===== src/rtl/spq_pkg.sv =====
// Shared constants, codes and types for the sorted priority queue.
`timescale 1ns / 1ps
`default_nettype none

package spq_pkg;

  // Sizing
  localparam int DEPTH        = 256;
  localparam int PAYLOAD_BITS = 32;

  localparam int KeyW      = 16;
  localparam int PortPayW  = 32;
  localparam int RankW     = 8;
  localparam int OccW      = 9;
  localparam int PayW      = (PAYLOAD_BITS < PortPayW) ? PAYLOAD_BITS : PortPayW;
  localparam int IdxW      = (DEPTH > 1) ? $clog2(DEPTH) : 1;
  localparam int CntW      = $clog2(DEPTH + 1);
  localparam int RankCmpW  = (CntW > RankW) ? CntW : RankW;

  // Rank read tree: first level ORs groups of cells, second level ORs groups
  localparam int GroupSize = 16;
  localparam int NumGroups = (DEPTH + GroupSize - 1) / GroupSize;

  // Command codes
  localparam logic [1:0] CMD_INSERT = 2'd0;
  localparam logic [1:0] CMD_REMOVE = 2'd1;
  localparam logic [1:0] CMD_READ   = 2'd2;

  // Status codes
  localparam logic [1:0] STATUS_OK    = 2'd0;
  localparam logic [1:0] STATUS_FULL  = 2'd1;
  localparam logic [1:0] STATUS_EMPTY = 2'd2;
  localparam logic [1:0] STATUS_RANK  = 2'd3;

  typedef enum logic [1:0] {
    ST_IDLE,
    ST_EXEC,
    ST_RD1,
    ST_RD2
  } spq_state_e;

  // Update strobes broadcast to every cell
  typedef struct packed {
    logic ins;
    logic rem;
  } spq_cell_ctrl_t;

endpackage

`default_nettype wire


===== src/rtl/spq_cell.sv =====
// One slot of the sorted chain: holds a key and payload, shifts with its neighbours.
`timescale 1ns / 1ps
`default_nettype none

module spq_cell
  import spq_pkg::*;
(
  input  wire logic            clk_i,
  input  wire spq_cell_ctrl_t  ctrl_i,
  input  wire logic            valid_i,
  input  wire logic            hit_i,
  input  wire logic [KeyW-1:0] new_key_i,
  input  wire logic [PayW-1:0] new_pay_i,
  input  wire logic            prev_ge_i,
  input  wire logic [KeyW-1:0] prev_key_i,
  input  wire logic [PayW-1:0] prev_pay_i,
  input  wire logic [KeyW-1:0] next_key_i,
  input  wire logic [PayW-1:0] next_pay_i,
  output logic                 ge_o,
  output logic [KeyW-1:0]      key_o,
  output logic [PayW-1:0]      pay_o,
  output logic [KeyW-1:0]      sel_key_o,
  output logic [PayW-1:0]      sel_pay_o
);

  logic [KeyW-1:0] key_q, key_d;
  logic [PayW-1:0] pay_q, pay_d;

  // Slot keeps its entry when it holds a key not below the new one (ties stay ahead)
  assign ge_o = valid_i && (key_q >= new_key_i);

  // Insert: first slot that loses takes the new word, the rest take from above.
  // Remove: every slot takes from below.
  always_comb begin
    key_d = key_q;
    pay_d = pay_q;
    if (ctrl_i.ins && !ge_o) begin
      if (prev_ge_i) begin
        key_d = new_key_i;
        pay_d = new_pay_i;
      end else begin
        key_d = prev_key_i;
        pay_d = prev_pay_i;
      end
    end else if (ctrl_i.rem) begin
      key_d = next_key_i;
      pay_d = next_pay_i;
    end
  end

  always_ff @(posedge clk_i) begin
    key_q <= key_d;
    pay_q <= pay_d;
  end

  assign key_o     = key_q;
  assign pay_o     = pay_q;
  // Gated copy for the rank read tree
  assign sel_key_o = hit_i ? key_q : '0;
  assign sel_pay_o = hit_i ? pay_q : '0;

endmodule

`default_nettype wire


===== config.mk =====
export PLATFORM = sky130hd
export DESIGN_NAME = spq_cell
export DESIGN_NICKNAME = d
export VERILOG_FILES = /design/src/rtl/spq_pkg.sv /design/src/rtl/spq_cell.sv
export SDC_FILE = /design/constraint.sdc
export NUM_CORES = 1
export LEC_CHECK = 0
export ABC_AREA = 1
export ABC_CLOCK_PERIOD_IN_PS = 4000
export BUFFER_PORTS_ARGS = -buffer_cell sky130_fd_sc_hd__buf_4
export CAP_MARGIN = 20
export CORE_AREA = 2 2 95 97
export CTS_CLUSTER_DIAMETER = 60
export DETAILED_ROUTE_END_ITERATION = 10
export DIE_AREA = 0 0 97 99
export HOLD_SLACK_MARGIN = 0.02
export MAX_ROUTING_LAYER = met4
export PLACE_DENSITY = 0.77
export SYNTH_ARGS = -nofsm -noshare
export SYNTH_HDL_FRONTEND = slang
export SYNTH_SLANG_ARGS = --single-unit

===== constraint.sdc =====
create_clock -name clk_i -period 4 [get_ports clk_i]
set_input_delay 0.6 -clock clk_i [delete_from_list [all_inputs] [get_ports clk_i]]
set_output_delay 0.6 -clock clk_i [all_outputs]
set_load 0.01 [all_outputs]

==> impl_metrics.env, run 1 <==
export IMPL_status="complete, no violations"
export IMPL_powerDensity_nw_per_um2=318
export IMPL_crit_path_end_kind="primary output"
export IMPL_crit_path_end="ge_o"
export IMPL_pin_count=247
export IMPL_fin_nets=847
export IMPL_gp_congestion=0.961
export IMPL_synth_cell_types=19
export IMPL_seq_area_um2=1440
export IMPL_avgSynthCellArea_um2=7.71
export IMPL_cts_resized_gates=0
export IMPL_p_leak_nw=3.17
export IMPL_path_class="flip-flop to primary output"
export IMPL_ant_nets=0
export IMPL_fin_cells=789
export IMPL_cpPeakStageDelay_ns=0.45
export IMPL_crit_slowest_cell="edfxtp_1"
export IMPL_fill_cells=709
export IMPL_irDropWorstVdd_v=0.000209
export IMPL_maxClockFrequency_ghz=0.327
export IMPL_relSlewSlack_pct=53.0
export IMPL_cpMostUsedCell="nand2_1"
export IMPL_row_count=34
export IMPL_dieArea_um2=9600
export IMPL_fin_skew_ns=0.00467
export IMPL_max_cap_violations=0
export IMPL_setup_viol=0
export IMPL_path_depth=10
export IMPL_vias=3790
export IMPL_ctsHoldBuffers=0
export IMPL_crit_chain="ha_1 -> a21oi_1 -> o21a_1 -> nand2_1 -> nand2_1 -> nand2_1 -> nand2_2 -> buf_4 -> inv_1 -> buf_4"
export IMPL_critPathRequiredTime_ns=3.40
export IMPL_dp_cells=782
export IMPL_die_w_um=97
export IMPL_drc=0
export IMPL_syn_area_um2=3490
export IMPL_multi_input_area_um2=1650
export IMPL_synth_net_count=618
export IMPL_cts_path_max_buffers=2
export IMPL_routedWlPerCell_um=14.3
export IMPL_antenna_found_initial=0
export IMPL_via_per_inst=4.80
export IMPL_clock_root_buffer="clkbuf_8"
export IMPL_syn_inst=452
export IMPL_r2r_end="key_o[9]$_DFFE_PP_"
export IMPL_die_h_um=99
export IMPL_grt_use_total_pct=23.1
export IMPL_tns_ns=0
export IMPL_crit_family="buffers and inverters"
export IMPL_ys_ff_latch=48
export IMPL_rsz0062_at_grt="false"
export IMPL_tightest_slew_ns=0.706
export IMPL_drive_above_1_share_pct=42.9
export IMPL_area_growth_pct=57.6
export IMPL_ys_warn_count=0
export IMPL_critPathLaunchType="flip-flop"
export IMPL_critPathBufInv=3
export IMPL_reg2reg_from="key_o[7]$_DFFE_PP_"
export IMPL_cts_made_buffers=5
export IMPL_first_global_vias=3732
export IMPL_worstPathArrival_ns=2.46
export IMPL_grt_ovfl_total=0
export IMPL_start_util_pct=40.8
export IMPL_hpwlAfterDp_um=8800
export IMPL_rr_worst_depth=10
export IMPL_fin_crit_sh_pct=76.6
export IMPL_cts_tree="done"
export IMPL_path_clk_slew_ns=0.09
export IMPL_clock_sinks=48
export IMPL_min_period_ns=3.06
export IMPL_grt_pass1_wl_um=17500
export IMPL_hold_path_class="input pin to flip-flop"
export IMPL_path_max_fanout=32
export IMPL_post_cts_buffers=0
export IMPL_clock_latency_ns=0.29
export IMPL_htreeDepth=2
export IMPL_slew_viol_final=0
export IMPL_diodes=0
export IMPL_grt_max_degree=64
export IMPL_routed_wl_um=11300
export IMPL_crit_start="key_o[7]$_DFFE_PP_"
export IMPL_drtPass1Iterations=6
export IMPL_drtIter0Drc=150
export IMPL_finalHoldViolations=0
export IMPL_core_area_um2=8550
export IMPL_io_buffer_count=246
export IMPL_r2r_setup_slack_ns=1.36
export IMPL_ys_seq_area_share_pct=41.3
## kinds of logic (layout without fill, tap and decap cells)
kind of cell | count (synthesis) | after routing | share of synthesized area (%)
muxes | 33 | 33 | 10.7
adders and majority gates | 16 | 16 | 5.74
and+or+nand+nor | 233 | 233 | 27.1
buffers and inverters | 97 | 326 | 11.6
DFF | 48 | 48 | 41.3
AOI/OAI and AO/OA | 25 | 25 | 3.66
## placed cells by master, fill, tap and decap left out, drive strengths merged
| cell | netlist | routed |
|---|---|---|
| ha | 16 | 16 |
| a21oi | 22 | 22 |
| edfxtp | 48 | 48 |
| bufinv | 0 | 2 |
| buf | 16 | 249 |
| inv | 70 | 70 |
| nand3 | 48 | 48 |
| nand4 | 1 | 1 |
| nand2 | 164 | 164 |
| clkbuf | 11 | 5 |
| nor3 | 1 | 1 |
| nor2 | 19 | 19 |
| mux2 | 33 | 33 |
| o21a | 1 | 1 |
| o21ai | 2 | 2 |
## worst min-delay path, stage by stage
cell and delay [ns]:
buf_4 0.08, nand2_1 0.04, nand2_1 0.04
## state kept, by name, summed over array words and instances, names as in the netlist
name and cells:
pay_o 32, key_o 16
## per-layer routing
metal	GRT usage, %	share of wire (%)	vias up
met3	3.76	6.0	32
li1	-	-	1894
met5	-	0	-
met4	10.8	3.7	0
met2	42.0	53	179
met1	24.5	38	1685
## worst min-delay path by stage
| stage | from | to | cells past startpoint |
|---|---|---|---|
| after floorplan | next_key_i[0] | key_o[0]$_DFFE_PP_ | 2 |
| after global placement | next_pay_i[12] | pay_o[12]$_DFFE_PP_ | 3 |
| after detailed placement | next_pay_i[14] | pay_o[14]$_DFFE_PP_ | 3 |
| after CTS | next_pay_i[14] | pay_o[14]$_DFFE_PP_ | 3 |
| after global routing | next_pay_i[16] | pay_o[16]$_DFFE_PP_ | 3 |
| final | next_pay_i[17] | pay_o[17]$_DFFE_PP_ | 3 |
## cell usage after synthesis
master / n / area, µm²
mux2_2: 33 / 372
o21ai_0: 1 / 5.00
nand4_1: 1 / 6.26
clkbuf_1: 11 / 41.3
ha_1: 16 / 200
nand2_1: 162 / 608
o21ai_1: 1 / 5.00
nor3_1: 1 / 5.00
buf_1: 2 / 7.51
buf_6: 3 / 33.8
buf_2: 10 / 50.1
nand2_2: 2 / 12.5
edfxtp_1: 48 / 1440
nor2_1: 19 / 71.3
inv_1: 70 / 263
nand3_1: 48 / 240
buf_4: 1 / 7.51
a21oi_1: 22 / 110
o21a_1: 1 / 7.51
## where the power goes
group | internal [mW] | total, mW | switching, mW
logic | 0.335 | 0.644 | 0.309
clock network | 0.246 | 0.399 | 0.153
registers | 0.647 | 0.701 | 0.0546
## stage by stage
step,cell area (µm²),hold slack [ns],power [mW],worst slack [ns],utilization (%)
2_1_floorplan,3490,0.779,1.01,0.807,-
4_1_cts,5500,0.559,1.76,0.921,64.3
3_5_place_dp,5370,0.866,1.36,0.966,62.8
5_1_grt,5500,0.562,1.84,0.715,64.3
6_report,5500,0.568,1.74,0.938,64.3
3_3_place_gp,5370,0.863,1.34,0.980,62.8
## final cells by class
| cell class | count | area share (%) |
|---|---|---|
| Clock buffer | 5 | 1.25 |
| Clock inverter | 2 | 1.09 |
| Inverter | 70 | 4.78 |
| Multi-Input combinational cell | 307 | 29.9 |
| Sequential cell | 48 | 26.2 |
| Tap cell | 108 | 2.46 |
| Timing Repair Buffer | 249 | 34.2 |
Power figures use the tool's default switching activity.
==> run 2, diff against run 1 <==
--- a/config.mk
+++ b/config.mk
@@ -6,16 +6,15 @@
 export NUM_CORES = 1
 export LEC_CHECK = 0
 export ABC_AREA = 1
-export ABC_CLOCK_PERIOD_IN_PS = 4000
+export ABC_CLOCK_PERIOD_IN_PS = 2800
 export BUFFER_PORTS_ARGS = -buffer_cell sky130_fd_sc_hd__buf_4
 export CAP_MARGIN = 20
-export CORE_AREA = 2 2 95 97
+export CORE_UTILIZATION = 38
 export CTS_CLUSTER_DIAMETER = 60
 export DETAILED_ROUTE_END_ITERATION = 10
-export DIE_AREA = 0 0 97 99
 export HOLD_SLACK_MARGIN = 0.02
 export MAX_ROUTING_LAYER = met4
-export PLACE_DENSITY = 0.77
+export PLACE_DENSITY = 0.75
 export SYNTH_ARGS = -nofsm -noshare
 export SYNTH_HDL_FRONTEND = slang
 export SYNTH_SLANG_ARGS = --single-unit
==> constraint.sdc (replaced) <==
create_clock -name clk_i -period 2.8 [get_ports clk_i]
set_input_delay 0.42 -clock clk_i [delete_from_list [all_inputs] [get_ports clk_i]]
set_output_delay 0.42 -clock clk_i [all_outputs]
set_load 0.01 [all_outputs]
==> run 2 against run 1 <==
Effect of this change: the flow now finishes with violations (design-rule violations); clock power shrank 4%; global-route usage is 0.15 points higher; utilization decreased by 2.3 points; clock-buffer cell count is the same; routed wire length decreased by 3.6%; register-to-register slack lost 0.77 ns; critical path type unchanged; first-iteration DRC count decreased by 3.3%; critical path depth increased by 3; die area is 0.41% lower; non-clock buffer count grew 4; via count is 0.45% lower.
==> impl_metrics.env, run 2 (same netlist as run 1, synthesis figures left out) <==
export IMPL_status="finished with violations"
export IMPL_violations="design-rule violations"
export IMPL_cts_made_buffers=5
export IMPL_max_cap_violations=0
export IMPL_relSlewSlack_pct=52.1
export IMPL_path_class="flip-flop to primary output"
export IMPL_fin_skew_ns=0.00612
export IMPL_fin_crit_sh_pct=89.3
export IMPL_via_per_inst=4.76
export IMPL_tightest_slew_ns=0.719
export IMPL_critPathBufInv=3
export IMPL_drtPass1Iterations=7
export IMPL_p_sw_uw=735
export IMPL_core_area_um2=8810
export IMPL_grt_pass1_wl_um=17300
export IMPL_cpPeakStageDelay_ns=0.44
export IMPL_ctsHoldBuffers=0
export IMPL_cpMostUsedCell="nand2_1"
export IMPL_antenna_found_initial=0
export IMPL_crit_chain="ha_1 -> nand2_1 -> nor2_1 -> nor2_1 -> nand2_1 -> nand2_1 -> nand2_1 -> nand2_1 -> nand2_1 -> nand2_2 -> buf_4 -> inv_1 -> buf_4"
export IMPL_grt_use_total_pct=23.2
export IMPL_clock_latency_ns=0.29
export IMPL_drtIter0Drc=145
export IMPL_switching_share_pct=31.9
export IMPL_critPathLaunchType="flip-flop"
export IMPL_crit_path_end_kind="primary output"
export IMPL_pin_count=247
export IMPL_hpwlAfterDp_um=8530
export IMPL_area_growth_pct=56.6
export IMPL_diodes=0
export IMPL_maxClockFrequency_ghz=0.400
export IMPL_tns_ns=0
export IMPL_fin_nets=851
export IMPL_drive_above_1_share_pct=42.9
export IMPL_io_buffer_count=246
export IMPL_intPower_mw=1.57
export IMPL_clock_sinks=48
export IMPL_cts_path_max_buffers=2
export IMPL_irDropWorstVdd_v=0.000221
export IMPL_routedWlPerCell_um=13.8
export IMPL_cts_tree="done"
export IMPL_row_count=34
export IMPL_p_clk_share_pct=16.6
export IMPL_place_ws_ns=0.497
export IMPL_min_period_ns=2.50
export IMPL_ant_nets=0
export IMPL_p_seq_share_pct=43.1
export IMPL_vias=3773
export IMPL_largest_register_ffs=32
export IMPL_path_clk_slew_ns=0.09
export IMPL_grt_max_degree=64
export IMPL_first_global_vias=3614
export IMPL_die_h_um=97.8
export IMPL_crit_family="simple AND/OR/NAND/NOR gates"
export IMPL_p_leak_nw=3.16
export IMPL_grt_ovfl_total=0
export IMPL_layout_commonest_cell="buf_4"
export IMPL_powerDensity_nw_per_um2=423
export IMPL_clock_root_buffer="clkbuf_8"
export IMPL_start_util_pct=39.6
export IMPL_critPathRequiredTime_ns=2.38
export IMPL_finalHoldViolations=0
export IMPL_hold_path_class="input pin to flip-flop"
export IMPL_layout_setup_ws_ns=0.301
export IMPL_dieArea_um2=9560
export IMPL_rsz0062_at_grt="false"
export IMPL_most_common_layout_cells="buf_4 (253), nand2_1 (161), inv_1 (70)"
export IMPL_post_cts_buffers=0
export IMPL_routed_wl_um=10900
export IMPL_htreeDepth=2
export IMPL_crit_slowest_cell="edfxtp_1"
export IMPL_setup_viol=0
export IMPL_path_max_fanout=19
export IMPL_die_w_um=97.8
export IMPL_combPwrFrac_pct=40.3
export IMPL_worstPathArrival_ns=2.08
export IMPL_gp_congestion=0.824
export IMPL_slew_viol_final=0
export IMPL_drc=30
export IMPL_cts_resized_gates=0
[run 2: changes by cell type in the layout (fill, tap and decap cells not counted)]
cell | before | now
buf_4 | 248 | 253
bufinv_16 | 2 | 0
clkinv_1 | 0 | 2
buf_12 | 1 | 0
[run 2: path summary, 6_finish.rpt]
check,slack (ns),end,start,depth (start not counted)
max,0.30,ge_o,key_o[3]$_DFFE_PP_,13
min,0.39,pay_o[30]$_DFFE_PP_,next_pay_i[30],3
max reg2reg,0.59,key_o[11]$_DFFE_PP_,key_o[3]$_DFFE_PP_,14
min reg2reg,1.31,pay_o[16]$_DFFE_PP_,key_o[15]$_DFFE_PP_,9
[run 2: metal layers]
layer,wire (µm),up-vias,global-route usage [%]
met5,0,-,-
met4,266,0,7.93
met3,606,19,2.93
met2,5900,163,42.4
met1,4150,1692,26.1
li1,-,1899,-
[run 2: final cells by class]
| type | instances | area [µm²] |
|---|---|---|
| clock buffers | 5 | 68.8 |
| clock inverters | 2 | 7.51 |
| fillers | 778 | 3350 |
| inverters | 70 | 263 |
| multi-input cells | 307 | 1650 |
| flip-flops and latches | 48 | 1440 |
| well taps | 108 | 135 |
| repair buffers | 253 | 1900 |
[run 2: tightest hold or removal path, delay by kind of cell]
kind | cells | cell delay [ns]
and+or+nand+nor | 2 | 0.08
buffers and inverters | 1 | 0.08
[run 2: power by group through the flow]
stage	Clock (mW)	Combinational [mW]	Sequential [mW]
floorplan	0	0.404	1.04
global placement	0	0.914	1.01
detailed placement	0	0.934	1.01
CTS	0.398	0.936	0.996
global route	0.425	1.02	1.01
finish	0.384	0.930	0.994
[run 2: stage by stage]
| step | utilization (%) | hold WS (ns) | instance area [µm²] | power (mW) | std cells |
|---|---|---|---|---|---|
| finish | 62.0 | 0.385 | 5460 | 2.31 | 793 |
| global placement | 61.1 | 0.683 | 5380 | 1.92 | 786 |
| global route | 62.0 | 0.368 | 5460 | 2.45 | 793 |
| detailed placement | 61.1 | 0.687 | 5380 | 1.94 | 786 |
| floorplan | - | 0.599 | 3490 | 1.45 | 452 |
| CTS | 62.0 | 0.376 | 5460 | 2.33 | 793 |
